File: src/cmts_pkg.sv
// package for the c-minus token scanner: transaction types, scanner state,
// token and error codes, character constants and the per-character helper functions
// no dependencies
package cmts_pkg;

   localparam int MAX_LEXEME  = 40;
   localparam int QUEUE_DEPTH = 4;

   typedef enum logic [3:0] {
      ST_START  = 4'd0,
      ST_SLASH  = 4'd1,
      ST_COMMENT = 4'd2,
      ST_CSTAR  = 4'd3,
      ST_NUM    = 4'd4,
      ST_NUMERR = 4'd5,
      ST_ID     = 4'd6,
      ST_ASSIGN = 4'd7,
      ST_NE     = 4'd8,
      ST_LE     = 4'd9,
      ST_GE     = 4'd10
   } scan_state_type;

   localparam logic [4:0] TK_ENDFILE = 5'd0;
   localparam logic [4:0] TK_ERROR   = 5'd1;
   localparam logic [4:0] TK_ELSE    = 5'd2;
   localparam logic [4:0] TK_IF      = 5'd3;
   localparam logic [4:0] TK_INT     = 5'd4;
   localparam logic [4:0] TK_RETURN  = 5'd5;
   localparam logic [4:0] TK_VOID    = 5'd6;
   localparam logic [4:0] TK_WHILE   = 5'd7;
   localparam logic [4:0] TK_ID      = 5'd8;
   localparam logic [4:0] TK_NUM     = 5'd9;
   localparam logic [4:0] TK_ASSIGN  = 5'd10;
   localparam logic [4:0] TK_EQ      = 5'd11;
   localparam logic [4:0] TK_NE      = 5'd12;
   localparam logic [4:0] TK_LT      = 5'd13;
   localparam logic [4:0] TK_LE      = 5'd14;
   localparam logic [4:0] TK_GT      = 5'd15;
   localparam logic [4:0] TK_GE      = 5'd16;
   localparam logic [4:0] TK_PLUS    = 5'd17;
   localparam logic [4:0] TK_MINUS   = 5'd18;
   localparam logic [4:0] TK_TIMES   = 5'd19;
   localparam logic [4:0] TK_OVER    = 5'd20;
   localparam logic [4:0] TK_LPAREN  = 5'd21;
   localparam logic [4:0] TK_RPAREN  = 5'd22;
   localparam logic [4:0] TK_LBRACKET = 5'd23;
   localparam logic [4:0] TK_RBRACKET = 5'd24;
   localparam logic [4:0] TK_LBRACE  = 5'd25;
   localparam logic [4:0] TK_RBRACE  = 5'd26;
   localparam logic [4:0] TK_SEMI    = 5'd27;
   localparam logic [4:0] TK_COMMA   = 5'd28;

   localparam logic [2:0] ERR_NONE      = 3'd0;
   localparam logic [2:0] ERR_UNKNOWN   = 3'd1;
   localparam logic [2:0] ERR_BANG      = 3'd2;
   localparam logic [2:0] ERR_BAD_NUM   = 3'd3;
   localparam logic [2:0] ERR_UNCLOSED  = 3'd4;

   localparam logic [7:0] CH_TAB      = 8'h09;
   localparam logic [7:0] CH_LF       = 8'h0A;
   localparam logic [7:0] CH_SPACE    = 8'h20;
   localparam logic [7:0] CH_BANG     = 8'h21;
   localparam logic [7:0] CH_LPAREN   = 8'h28;
   localparam logic [7:0] CH_RPAREN   = 8'h29;
   localparam logic [7:0] CH_STAR     = 8'h2A;
   localparam logic [7:0] CH_PLUS     = 8'h2B;
   localparam logic [7:0] CH_COMMA    = 8'h2C;
   localparam logic [7:0] CH_MINUS    = 8'h2D;
   localparam logic [7:0] CH_SLASH    = 8'h2F;
   localparam logic [7:0] CH_SEMI     = 8'h3B;
   localparam logic [7:0] CH_LESS     = 8'h3C;
   localparam logic [7:0] CH_EQUAL    = 8'h3D;
   localparam logic [7:0] CH_GREATER  = 8'h3E;
   localparam logic [7:0] CH_LBRACKET = 8'h5B;
   localparam logic [7:0] CH_RBRACKET = 8'h5D;
   localparam logic [7:0] CH_LBRACE   = 8'h7B;
   localparam logic [7:0] CH_RBRACE   = 8'h7D;

   // keyword text, first character in the low byte
   localparam logic [47:0] KW_ELSE   = 48'h0000_6573_6C65;
   localparam logic [47:0] KW_IF     = 48'h0000_0000_6669;
   localparam logic [47:0] KW_INT    = 48'h0000_0074_6E69;
   localparam logic [47:0] KW_RETURN = 48'h6E72_7574_6572;
   localparam logic [47:0] KW_VOID   = 48'h0000_6469_6F76;
   localparam logic [47:0] KW_WHILE  = 48'h0065_6C69_6877;

   localparam logic [5:0] LEX_CAP = 6'(MAX_LEXEME);

   typedef struct packed {
      logic [7:0] char_code;
      logic       end_of_input;
   } req_type;

   typedef struct packed {
      logic [4:0]  token_kind;
      logic [2:0]  error_kind;
      logic [5:0]  lexeme_length;
      logic [15:0] line_number;
      logic [31:0] number_value;
      logic        last_of_run;
   } rsp_type;

   typedef struct packed {
      scan_state_type scan_state;
      logic [5:0]     lexeme_count;
      logic [47:0]    keyword_chars;
      logic [31:0]    number_accumulator;
      logic [15:0]    line_count;
      logic [15:0]    comment_start_line;
   } scan_regs_type;

   function automatic logic is_digit(input logic [7:0] c);
      return (c >= 8'h30) && (c <= 8'h39);
   endfunction

   function automatic logic is_letter(input logic [7:0] c);
      return ((c >= 8'h61) && (c <= 8'h7A)) || ((c >= 8'h41) && (c <= 8'h5A));
   endfunction

   function automatic scan_regs_type keep_char(input scan_regs_type r_in,
                                               input logic [7:0] c);
      scan_regs_type r;
      r = r_in;
      for (int i = 0; i < 6; i++) begin
         if (r_in.lexeme_count == 6'(i)) begin
            r.keyword_chars[8*i +: 8] = c;
         end
      end
      if (r_in.lexeme_count <= LEX_CAP) begin
         r.lexeme_count = r_in.lexeme_count + 6'd1;
      end
      return r;
   endfunction

   function automatic scan_regs_type add_digit(input scan_regs_type r_in,
                                               input logic [7:0] c);
      scan_regs_type r;
      logic [35:0]   prod;
      r = r_in;
      prod = ({4'b0, r_in.number_accumulator} << 3) + ({4'b0, r_in.number_accumulator} << 1)
           + {32'b0, c[3:0]};
      r.number_accumulator = (prod[35:32] != 4'b0) ? 32'hFFFF_FFFF : prod[31:0];
      return r;
   endfunction

   function automatic logic [4:0] lookup_id(input logic [5:0] len, input logic [47:0] kw);
      logic [4:0] kind;
      kind = TK_ID;
      if (len == 6'd4 && kw == KW_ELSE) kind = TK_ELSE;
      if (len == 6'd2 && kw == KW_IF) kind = TK_IF;
      if (len == 6'd3 && kw == KW_INT) kind = TK_INT;
      if (len == 6'd6 && kw == KW_RETURN) kind = TK_RETURN;
      if (len == 6'd4 && kw == KW_VOID) kind = TK_VOID;
      if (len == 6'd5 && kw == KW_WHILE) kind = TK_WHILE;
      return kind;
   endfunction

   function automatic rsp_type make_token(input logic [4:0] kind, input logic [2:0] err,
                                          input logic [5:0] len, input logic [15:0] line,
                                          input logic [31:0] val);
      rsp_type t;
      t.token_kind    = kind;
      t.error_kind    = err;
      t.lexeme_length = len;
      t.line_number   = line;
      t.number_value  = val;
      t.last_of_run   = 1'b0;
      return t;
   endfunction

endpackage

File: src/cmts_step.sv
// one character step of the scanner: next scanner state and up to two tokens
// depends on cmts_pkg
module cmts_step (
   input  cmts_pkg::scan_regs_type cur,
   input  cmts_pkg::req_type       req,
   output cmts_pkg::scan_regs_type nxt,
   output cmts_pkg::rsp_type       tok0,
   output logic                    tok0_valid,
   output cmts_pkg::rsp_type       tok1,
   output logic                    tok1_valid
);

   cmts_pkg::scan_regs_type r;
   cmts_pkg::rsp_type       ta;
   cmts_pkg::rsp_type       tb;
   cmts_pkg::rsp_type       t0;
   cmts_pkg::rsp_type       t1;
   logic                    va;
   logic                    vb;
   logic                    redo;
   logic                    eof;
   logic [7:0]              c;
   logic [4:0]              base_kind;
   logic [4:0]              eq_kind;

   assign eof = req.end_of_input;
   assign c   = req.char_code;

   always_comb begin
      case (cur.scan_state)
         cmts_pkg::ST_NE: begin
            base_kind = cmts_pkg::TK_NE;
            eq_kind   = cmts_pkg::TK_NE;
         end
         cmts_pkg::ST_LE: begin
            base_kind = cmts_pkg::TK_LT;
            eq_kind   = cmts_pkg::TK_LE;
         end
         cmts_pkg::ST_GE: begin
            base_kind = cmts_pkg::TK_GT;
            eq_kind   = cmts_pkg::TK_GE;
         end
         default: begin
            base_kind = cmts_pkg::TK_ASSIGN;
            eq_kind   = cmts_pkg::TK_EQ;
         end
      endcase
   end

   always_comb begin
      r    = cur;
      ta   = '0;
      tb   = '0;
      va   = 1'b0;
      vb   = 1'b0;
      redo = 1'b0;

      unique case (cur.scan_state) inside
         cmts_pkg::ST_SLASH: begin
            if (!eof && c == cmts_pkg::CH_STAR) begin
               r.scan_state         = cmts_pkg::ST_COMMENT;
               r.comment_start_line = cur.line_count;
            end else begin
               va   = 1'b1;
               ta   = cmts_pkg::make_token(cmts_pkg::TK_OVER, cmts_pkg::ERR_NONE, 6'd1,
                                           cur.line_count, 32'd0);
               redo = 1'b1;
            end
         end
         cmts_pkg::ST_COMMENT, cmts_pkg::ST_CSTAR: begin
            if (eof) begin
               va           = 1'b1;
               ta           = cmts_pkg::make_token(cmts_pkg::TK_ENDFILE,
                                                   cmts_pkg::ERR_UNCLOSED, 6'd0,
                                                   cur.comment_start_line, 32'd0);
               r.scan_state = cmts_pkg::ST_START;
            end else if (c == cmts_pkg::CH_STAR) begin
               r.scan_state = cmts_pkg::ST_CSTAR;
            end else if (cur.scan_state == cmts_pkg::ST_CSTAR && c == cmts_pkg::CH_SLASH) begin
               r.scan_state = cmts_pkg::ST_START;
            end else begin
               r.scan_state = cmts_pkg::ST_COMMENT;
            end
         end
         cmts_pkg::ST_ASSIGN, cmts_pkg::ST_NE, cmts_pkg::ST_LE, cmts_pkg::ST_GE: begin
            if (!eof && c == cmts_pkg::CH_EQUAL) begin
               va                   = 1'b1;
               ta                   = cmts_pkg::make_token(eq_kind, cmts_pkg::ERR_NONE, 6'd2,
                                                           cur.line_count, 32'd0);
               r.scan_state         = cmts_pkg::ST_START;
               r.lexeme_count       = '0;
               r.keyword_chars      = '0;
               r.number_accumulator = '0;
            end else begin
               va = 1'b1;
               if (cur.scan_state == cmts_pkg::ST_NE) begin
                  ta = cmts_pkg::make_token(cmts_pkg::TK_ERROR, cmts_pkg::ERR_BANG, 6'd1,
                                            cur.line_count, 32'd0);
               end else begin
                  ta = cmts_pkg::make_token(base_kind, cmts_pkg::ERR_NONE, 6'd1,
                                            cur.line_count, 32'd0);
               end
               redo = 1'b1;
            end
         end
         cmts_pkg::ST_NUM: begin
            if (!eof && cmts_pkg::is_digit(c)) begin
               r = cmts_pkg::add_digit(cmts_pkg::keep_char(cur, c), c);
            end else if (!eof && cmts_pkg::is_letter(c)) begin
               r            = cmts_pkg::keep_char(cur, c);
               r.scan_state = cmts_pkg::ST_NUMERR;
            end else begin
               va   = 1'b1;
               ta   = cmts_pkg::make_token(cmts_pkg::TK_NUM, cmts_pkg::ERR_NONE,
                                           cur.lexeme_count, cur.line_count,
                                           cur.number_accumulator);
               redo = 1'b1;
            end
         end
         cmts_pkg::ST_NUMERR: begin
            if (!eof && (cmts_pkg::is_digit(c) || cmts_pkg::is_letter(c))) begin
               r = cmts_pkg::keep_char(cur, c);
            end else begin
               va   = 1'b1;
               ta   = cmts_pkg::make_token(cmts_pkg::TK_ERROR, cmts_pkg::ERR_BAD_NUM,
                                           cur.lexeme_count, cur.line_count, 32'd0);
               redo = 1'b1;
            end
         end
         cmts_pkg::ST_ID: begin
            if (!eof && (cmts_pkg::is_digit(c) || cmts_pkg::is_letter(c))) begin
               r = cmts_pkg::keep_char(cur, c);
            end else begin
               va   = 1'b1;
               ta   = cmts_pkg::make_token(cmts_pkg::lookup_id(cur.lexeme_count,
                                                                cur.keyword_chars),
                                           cmts_pkg::ERR_NONE, cur.lexeme_count,
                                           cur.line_count, 32'd0);
               redo = 1'b1;
            end
         end
         default: begin
            redo = 1'b1;
         end
      endcase

      // start-state scan of the current or lookahead character
      if (redo) begin
         r.scan_state         = cmts_pkg::ST_START;
         r.lexeme_count       = '0;
         r.keyword_chars      = '0;
         r.number_accumulator = '0;
         if (eof) begin
            vb = 1'b1;
            tb = cmts_pkg::make_token(cmts_pkg::TK_ENDFILE, cmts_pkg::ERR_NONE, 6'd0,
                                      cur.line_count, 32'd0);
         end else if (cmts_pkg::is_digit(c)) begin
            r            = cmts_pkg::add_digit(cmts_pkg::keep_char(r, c), c);
            r.scan_state = cmts_pkg::ST_NUM;
         end else if (cmts_pkg::is_letter(c)) begin
            r            = cmts_pkg::keep_char(r, c);
            r.scan_state = cmts_pkg::ST_ID;
         end else begin
            case (c) inside
               cmts_pkg::CH_EQUAL: begin
                  r            = cmts_pkg::keep_char(r, c);
                  r.scan_state = cmts_pkg::ST_ASSIGN;
               end
               cmts_pkg::CH_BANG: begin
                  r            = cmts_pkg::keep_char(r, c);
                  r.scan_state = cmts_pkg::ST_NE;
               end
               cmts_pkg::CH_LESS: begin
                  r            = cmts_pkg::keep_char(r, c);
                  r.scan_state = cmts_pkg::ST_LE;
               end
               cmts_pkg::CH_GREATER: begin
                  r            = cmts_pkg::keep_char(r, c);
                  r.scan_state = cmts_pkg::ST_GE;
               end
               cmts_pkg::CH_SLASH: begin
                  r.scan_state = cmts_pkg::ST_SLASH;
               end
               cmts_pkg::CH_SPACE, cmts_pkg::CH_TAB, cmts_pkg::CH_LF: begin
               end
               default: begin
                  vb = 1'b1;
                  tb = cmts_pkg::make_token(cmts_pkg::TK_ERROR, cmts_pkg::ERR_UNKNOWN, 6'd1,
                                            cur.line_count, 32'd0);
                  case (c)
                     cmts_pkg::CH_PLUS:     tb = cmts_pkg::make_token(cmts_pkg::TK_PLUS,
                                               cmts_pkg::ERR_NONE, 6'd1, cur.line_count, 32'd0);
                     cmts_pkg::CH_MINUS:    tb = cmts_pkg::make_token(cmts_pkg::TK_MINUS,
                                               cmts_pkg::ERR_NONE, 6'd1, cur.line_count, 32'd0);
                     cmts_pkg::CH_STAR:     tb = cmts_pkg::make_token(cmts_pkg::TK_TIMES,
                                               cmts_pkg::ERR_NONE, 6'd1, cur.line_count, 32'd0);
                     cmts_pkg::CH_LPAREN:   tb = cmts_pkg::make_token(cmts_pkg::TK_LPAREN,
                                               cmts_pkg::ERR_NONE, 6'd1, cur.line_count, 32'd0);
                     cmts_pkg::CH_RPAREN:   tb = cmts_pkg::make_token(cmts_pkg::TK_RPAREN,
                                               cmts_pkg::ERR_NONE, 6'd1, cur.line_count, 32'd0);
                     cmts_pkg::CH_LBRACKET: tb = cmts_pkg::make_token(cmts_pkg::TK_LBRACKET,
                                               cmts_pkg::ERR_NONE, 6'd1, cur.line_count, 32'd0);
                     cmts_pkg::CH_RBRACKET: tb = cmts_pkg::make_token(cmts_pkg::TK_RBRACKET,
                                               cmts_pkg::ERR_NONE, 6'd1, cur.line_count, 32'd0);
                     cmts_pkg::CH_LBRACE:   tb = cmts_pkg::make_token(cmts_pkg::TK_LBRACE,
                                               cmts_pkg::ERR_NONE, 6'd1, cur.line_count, 32'd0);
                     cmts_pkg::CH_RBRACE:   tb = cmts_pkg::make_token(cmts_pkg::TK_RBRACE,
                                               cmts_pkg::ERR_NONE, 6'd1, cur.line_count, 32'd0);
                     cmts_pkg::CH_SEMI:     tb = cmts_pkg::make_token(cmts_pkg::TK_SEMI,
                                               cmts_pkg::ERR_NONE, 6'd1, cur.line_count, 32'd0);
                     cmts_pkg::CH_COMMA:    tb = cmts_pkg::make_token(cmts_pkg::TK_COMMA,
                                               cmts_pkg::ERR_NONE, 6'd1, cur.line_count, 32'd0);
                     default: begin
                     end
                  endcase
               end
            endcase
         end
      end

      // line advances after the tokens of this character
      if (!eof && c == cmts_pkg::CH_LF && cur.line_count != 16'hFFFF) begin
         r.line_count = cur.line_count + 16'd1;
      end
   end

   always_comb begin
      t0             = va ? ta : tb;
      t1             = tb;
      t0.last_of_run = !(va && vb);
      t1.last_of_run = 1'b1;
   end

   assign nxt        = r;
   assign tok0       = t0;
   assign tok0_valid = va || vb;
   assign tok1       = t1;
   assign tok1_valid = va && vb;

endmodule

File: src/cmts_out_queue.sv
// result queue of the token scanner: takes up to two tokens a cycle, gives one
// depends on cmts_pkg
module cmts_out_queue (
   input  logic                                        clock,
   input  logic                                        reset,
   input  logic                                        push0,
   input  cmts_pkg::rsp_type                           data0,
   input  logic                                        push1,
   input  cmts_pkg::rsp_type                           data1,
   input  logic                                        pop,
   output cmts_pkg::rsp_type                           head,
   output logic [$clog2(cmts_pkg::QUEUE_DEPTH+1)-1:0]  count
);

   localparam int PTR_W = $clog2(cmts_pkg::QUEUE_DEPTH);
   localparam int CNT_W = $clog2(cmts_pkg::QUEUE_DEPTH+1);

   cmts_pkg::rsp_type  entry_ff [cmts_pkg::QUEUE_DEPTH];
   logic [PTR_W-1:0]   wr_ptr_ff;
   logic [PTR_W-1:0]   wr_ptr_in;
   logic [PTR_W-1:0]   wr_ptr_next;
   logic [PTR_W-1:0]   rd_ptr_ff;
   logic [PTR_W-1:0]   rd_ptr_in;
   logic [CNT_W-1:0]   count_ff;
   logic [CNT_W-1:0]   count_in;

   always_comb begin
      wr_ptr_next = wr_ptr_ff + PTR_W'(1);
      wr_ptr_in   = wr_ptr_ff + PTR_W'(push0) + PTR_W'(push1);
      rd_ptr_in   = rd_ptr_ff + PTR_W'(pop);
      count_in    = count_ff + CNT_W'(push0) + CNT_W'(push1) - CNT_W'(pop);
   end

   always_ff @(posedge clock) begin
      if (reset) begin
         wr_ptr_ff <= '0;
         rd_ptr_ff <= '0;
         count_ff  <= '0;
      end else begin
         wr_ptr_ff <= wr_ptr_in;
         rd_ptr_ff <= rd_ptr_in;
         count_ff  <= count_in;
      end
   end

   always_ff @(posedge clock) begin
      if (push0) begin
         entry_ff[wr_ptr_ff] <= data0;
      end
      if (push1) begin
         entry_ff[wr_ptr_next] <= data1;
      end
   end

   assign head  = entry_ff[rd_ptr_ff];
   assign count = count_ff;

endmodule

File: src/c_minus_token_scanner.sv
// c-minus token scanner top level: input register, character step, result queue
// depends on cmts_pkg, cmts_step, cmts_out_queue
//
//   channel   direction  handshake             payload
//   req       in         req_valid/req_stall   cmts_pkg::req_type (one character or end mark)
//   rsp       out        rsp_valid/rsp_stall   cmts_pkg::rsp_type (one token)
//
// one character is taken per cycle unless req_stall is high; tokens pass the input register
// and result queue to rsp; a character that ends a token and is itself a one-character token
// gives two tokens, which leave the four-entry queue singly; drain sets the sustained rate
// req_stall is raised while a character waits in the input register and the queue holds
// more than two tokens
// reset clears the scanner state (line counter to one), the input register and the queue
module c_minus_token_scanner (
   input  logic              clock,
   input  logic              reset,
   input  logic              req_valid,
   output logic              req_stall,
   input  cmts_pkg::req_type req_data,
   output logic              rsp_valid,
   input  logic              rsp_stall,
   output cmts_pkg::rsp_type rsp_data
);

   localparam int CNT_W = $clog2(cmts_pkg::QUEUE_DEPTH+1);

   cmts_pkg::req_type       req_ff;
   logic                    req_valid_ff;
   cmts_pkg::scan_regs_type scan_ff;
   cmts_pkg::scan_regs_type scan_in;
   cmts_pkg::rsp_type       tok0;
   cmts_pkg::rsp_type       tok1;
   logic                    tok0_valid;
   logic                    tok1_valid;
   logic                    step_fire;
   logic                    req_take;
   logic                    rsp_take;
   logic [CNT_W-1:0]        q_count;

   assign step_fire = req_valid_ff && (q_count <= CNT_W'(cmts_pkg::QUEUE_DEPTH - 2));
   assign req_stall = req_valid_ff && !step_fire;
   assign req_take  = req_valid && !req_stall;
   assign rsp_valid = q_count != '0;
   assign rsp_take  = rsp_valid && !rsp_stall;

   always_ff @(posedge clock) begin
      if (reset) begin
         req_valid_ff <= 1'b0;
      end else if (req_take) begin
         req_valid_ff <= 1'b1;
      end else if (step_fire) begin
         req_valid_ff <= 1'b0;
      end
   end

   always_ff @(posedge clock) begin
      if (req_take) begin
         req_ff <= req_data;
      end
   end

   always_ff @(posedge clock) begin
      if (reset) begin
         scan_ff.scan_state         <= cmts_pkg::ST_START;
         scan_ff.lexeme_count       <= '0;
         scan_ff.keyword_chars      <= '0;
         scan_ff.number_accumulator <= '0;
         scan_ff.line_count         <= 16'd1;
         scan_ff.comment_start_line <= '0;
      end else if (step_fire) begin
         scan_ff <= scan_in;
      end
   end

   cmts_step u_step (
      .cur        (scan_ff),
      .req        (req_ff),
      .nxt        (scan_in),
      .tok0       (tok0),
      .tok0_valid (tok0_valid),
      .tok1       (tok1),
      .tok1_valid (tok1_valid)
   );

   cmts_out_queue u_queue (
      .clock (clock),
      .reset (reset),
      .push0 (step_fire && tok0_valid),
      .data0 (tok0),
      .push1 (step_fire && tok1_valid),
      .data1 (tok1),
      .pop   (rsp_take),
      .head  (rsp_data),
      .count (q_count)
   );

endmodule

File: config.mk
export PLATFORM = sky130hd
export DESIGN_NAME = c_minus_token_scanner
export DESIGN_NICKNAME = d
export VERILOG_FILES = /design/src/cmts_pkg.sv /design/src/cmts_step.sv /design/src/cmts_out_queue.sv /design/src/c_minus_token_scanner.sv
export SDC_FILE = /design/constraint.sdc
export NUM_CORES = 1
export LEC_CHECK = 0
export BUFFER_PORTS_ARGS = -buffer_cell sky130_fd_sc_hd__buf_2
export CAP_MARGIN = 5
export CORE_ASPECT_RATIO = 2
export CORE_MARGIN = 2
export CORE_UTILIZATION = 55
export CTS_CLUSTER_SIZE = 16
export DETAILED_ROUTE_END_ITERATION = 16
export PLACE_DENSITY = 0.8
export SLEW_MARGIN = 20
export SYNTH_ARGS = -nofsm -noshare
export SYNTH_HDL_FRONTEND = slang
export SYNTH_SLANG_ARGS = --single-unit
File: constraint.sdc
create_clock -name clock -period 4.25 [get_ports clock]
set_clock_uncertainty 0.1 [all_clocks]
set_input_delay 0.425 -clock clock [delete_from_list [all_inputs] [get_ports clock]]
set_output_delay 0.425 -clock clock [all_outputs]
set_load 0.01 [all_outputs]
======== Word-level counts from Yosys, hierarchy flattened ========
Memories as Yosys holds them, arrays and structs flattened. A register that Yosys moved wholly into a read port is not among the register bits.
Index checks and enable logic that the tools add are counted.
Widths: inputs -> output; s select.
word-level totals
  bits in registers ....................... 139
  bits in writable memories ............... 252
  input bits .............................. 13
  logic and storage cells ................. 217
  memories ................................ 1
cells by class
  add/subtract/negate cells ............... 11
  order comparisons ....................... 8
  eq/ne operators ......................... 50
  mux-type cells .......................... 89
  reductions and logical operators ........ 46
memory list
  memory            depth  bits a word  read ports  clocked after Yosys merged registers in  write ports  RTL line              source
  u_queue.entry_ff  4      63           1           1                                        2            cmts_out_queue.sv:18  cmts_pkg::rsp_type entry_ff [cmts_pkg::QUEUE_DEPTH];
operators by type and width
  operator              number
  $mux 63               14
  $mux 122              6
  $pmux 63 s11          1
  $mux 118              4
  $pmux 63 s6           1
  $pmux 86 s3           1
  $mux 62               3
  $mux 113              1
  $eq 8x6->1 const B    13
  $eq 48x31->1 const B  2
  $mux 90               1
  $mux 59               1
  $mux 58               1
  $eq 48x15->1 const B  1
  $eq 48x23->1 const B  1
  $eq 48x39->1 const B  1
  $eq 48x47->1 const B  1
  $mux 4                12
  $mux 8                6
  $pmux 16 s3           1
  $add 35x33->36        1
  $add 36x4->36         1
  $eq 8x7->1 const B    4
  $mux 16               2
  other kinds (47)      124

======== Longest topological paths before layout ========
  depth after elaboration ................. 17
  depth in mapped cells ................... 16

======== Cells and area by module ========
From an unflattened synthesis, not the netlist that was laid out.
unflattened totals
  cell total of the unflattened synthesis .. 2348
  area total of the unflattened synthesis .. 25851.0 um^2
by module, submodules not included
  module                 instances  cells an instance  area an instance (um^2)  sequential area each (um^2)
  cmts_out_queue         1          646                13161.4                  7707.4
  cmts_step              1          1126               7111.8                   0.0
  c_minus_token_scanner  1          576                5577.8                   2732.6

======== Worst setup path before layout ========
No wires, ideal clock.
  path kind ............................... reg2reg
  start ................................... register req_ff[4] in the netlist's numbering
  end ..................................... register scan_ff[38] in the netlist's numbering
  data arrival time ....................... 3.710 ns
  required time ........................... 4.014 ns
  slack ................................... 0.303 ns
  stages on the path, launching flop included .. 14
  buffers on the path ..................... 2
  period minus slack after synthesis ...... 3.947 ns
  cells stage by stage .................... edfxtp_1 > buf_2 > inv_1 > fa_1 > fa_1 > nand2b_1 > a21oi_1 > o21ai_0 > a31oi_1 > a21o_1 > nand3_1 > a21oi_1 > clkbuf_1 > a31oi_1
between the ends
  cells in the longest elaborated chain, start to end .. 9
ends and longest elaborated chain
  element                                                RTL line                     source
  start: declaration                                     c_minus_token_scanner.sv:27  cmts_pkg::req_type req_ff;
  start signal: assignment                               c_minus_token_scanner.sv:58  req_ff <= req_data;
  branches (longest 9 deep; another with $add 36x4->36)  --
  end signal: assignment                                 c_minus_token_scanner.sv:71  scan_ff <= scan_in;
  end: declaration                                       c_minus_token_scanner.sv:29  cmts_pkg::scan_regs_type scan_ff;
Several ways; the timed one is not identified. The select of a mux whose other input is x is not followed.
A chain may end at the register's enable or synchronous reset.

==> metrics.txt <==
total number of vias=17900; Clock Path Buffers=3; CP max FO=13; Slew Viols, Final=0; Post-synth EDFFs=101; clk slew on worst S/H paths=70 ps; I/O Pins=78; Yosys top cell area share=28.8%; Setup CP Type=flop to flop; Post-DP HPWL=45200 microns; cell area after layout=0.0223 sq mm; Mapped Cells=2130; Area contributors post-synth=dfxtp_1 29%, edfxtp_1 15%, mux4_2 7.0%; Num CTS Buffers=35; Post-DP Area=0.0211 sq mm; DIE AREA=0.0383 sq mm; fin nets=2253; fin crit period=3940 ps; synthesis-stage register bit count=391; HP Class=input pin to flop; GRT Residual Overflow=0; share of layout cells above drive strength 1=14.4%; Max-slew headroom=23.3%; TritonCTS clock tree=done; CTS root buf=clkbuf_16; Area growth, synth to finish=10.6%; CP required=4440 ps; Avg Synthesized Cell Area=9.47 sq um; Initial Util=55.6%; Startpoint Class=flop; drt total wl=63600 microns; ANT cells=0; Pwr Total=9140 uW; synth warn=0; crit path DAT=4130 ps; Async SR Flop Fraction=0%; maximum clock rate=254 MHz; Netlist cell types=86; Peak VDD IR=0.310 mV; antenna viol nets, final=0; RSZ-0062 raised after global routing=false; pin count of the biggest net entering global routing=91; post-DR wirelength/cell=24.1 microns; Die Y=275 microns; clk_lat worst skew=550 ps; area of the core=0.0363 sq mm; top-count cell post-synth=dfxtp_1; PD cells=409 mW/mm^2; # DRC=0; Final period util=92.6%; first-pass GRT wire length=97800 microns; Placed Cells incl. Taps=2572; hold path cells=2; Global Route Usage Sum=32.7%; Chip Width=139 microns; Slew @ Worst Pin=1150 ps; share of the yosys chip area belonging to registers=43.8%; Synth area leader=dfxtp_1; Mapped Nets=2219; num rows=99; Via density=6.77; final hold viol count=0; Post-synth top cells=290 x dfxtp_1, 192 x o21ai_0, 189 x nand3_1, 184 x nand2_1, 146 x a21oi_1; Mapped Area=0.0202 sq mm; R2R depth=8; CTS sink count=391; port bufs=77; Final GP Congestion=1.05; max cap viols=0; first-iteration detailed-routing DRC count=1434; vias in the first global route=18000; run status=completed; ys flop type=dfxtp_1; Setup TNS=0 ps; Final setup viols=0; Finished Layout Cells=2642; drt first pass iters=6; Pleak=0.00788 uW; Resized Gates After CTS=0; crit end category=flop; initial antenna violation count=0; Fillers=3001; H-tree levels=2
-- final cells by class --
class	instances	area [sq um]	share of cell area (%)
clock buffer	49	1000	4.48
clock inverter	12	116	0.521
timing repair buffer	169	1160	5.20
tap	454	568	2.54
multi-input combinational	1531	10500	47.0
sequential	391	8850	39.6
inverter	36	135	0.605
-- layout by cell type, fill, tap and decap left out, types with 7 or more instances in the layout --
cell           Yosys  final
dfxtp_1          290    288
o21ai_0          192    192
nand3_1          189    189
nand2_1          184    183
a21oi_1          146    144
nor2_1           131    130
edfxtp_1         101    101
buf_4              3     78
buf_2             37     77
ha_1              71     71
mux4_2            63     63
o2bb2ai_1         53     53
clkbuf_16          0     36
inv_1             35     35
a31oi_1           35     35
a32oi_1           32     32
nor3_1            27     27
o22ai_1           27     27
xnor2_1           25     25
a22oi_1           24     24
nand4_1           22     22
and3_1            17     17
nor4_1            19     17
or3_1             16     16
xor2_1            16     16
a21o_1            15     15
nand2b_1          14     14
and2_1            13     13
o21a_1            13     13
nor2b_1           12     12
o21ai_1           12     12
o31ai_1           10     10
a211oi_1          10     10
dlygate4sd3_1      0      9
clkbuf_1         115      8
a21boi_0           7      7
o211ai_1           7      7
-- state kept, by name (all words and copies together), names as in the netlist --
signal	cells
req_ff	9
scan_ff	122
u_queue.count	3
u_queue.entry_ff	252
req_valid_ff	1
u_queue.rd_ptr_ff	2
u_queue.wr_ptr_ff	2
-- kinds of logic (layout without fill, tap and decap cells) --
kind of cell	Yosys count	after routing	share of synthesized area, %
AND/OR/NAND/NOR	695	695	17.0
XOR/XNOR	41	41	1.78
multiplexers	71	71	7.45
adder cells (fa/ha/maj)	76	76	4.90
AO/OA/AOI/OAI	648	648	20.7
flip-flops	391	391	43.8
buffers and inverters	208	266	4.34
-- worst max-delay path: stages (launching register included) --
cell and delay, ps:
edfxtp_1 590, nor4b_2 820, a41oi_4 220, buf_4 220, or4_1 640, and2_1 300
nand2_2 280, o21ai_2 290, o2bb2ai_1 210
-- worst paths after layout --
kind | startpoint | endpoint | slack (ps)
max | req_ff[5] | u_queue.entry_ff[1][39] | 310
min | req_valid | req_valid_ff | 70
max reg2reg | req_ff[5] | u_queue.entry_ff[1][39] | 310
min reg2reg | scan_ff[5] | scan_ff[5] | 350
-- what timing repair did --
item	4_1_cts	5_1_grt
hold buffers	9	0
buffers inserted	0	0
endpoints found under the hold margin	9	0
-- where the power goes --
| group | total (uW) | switching (uW) | internal (uW) | leakage (uW) |
|---|---|---|---|---|
| Combinational | 1830 | 1140 | 690 | 0.00410 |
| Sequential | 4180 | 203 | 3980 | 0.00324 |
| Clock | 3130 | 1460 | 1680 | 0.000548 |
| Total | 9140 | 2790 | 6340 | 0.00788 |
-- per-layer routing --
metal,vias up,share of wire (%),global-route usage (%)
met2,859,52,59.9
met1,8621,32,31.9
met4,0,11,29.9
li1,8093,-,-
met5,-,0,0
met3,306,5.3,3.60
-- metrics by stage --
step           util (%)  setup slack (ps)  hold slack, ps
3_5_place_dp       58.2               436             343
6_report           61.5               313            71.2
5_1_grt            61.5               136            78.6
2_1_floorplan         -               303             321
3_3_place_gp       58.2               469             334
4_1_cts            61.5               421            59.9
Power figures use the tool's default switching activity.
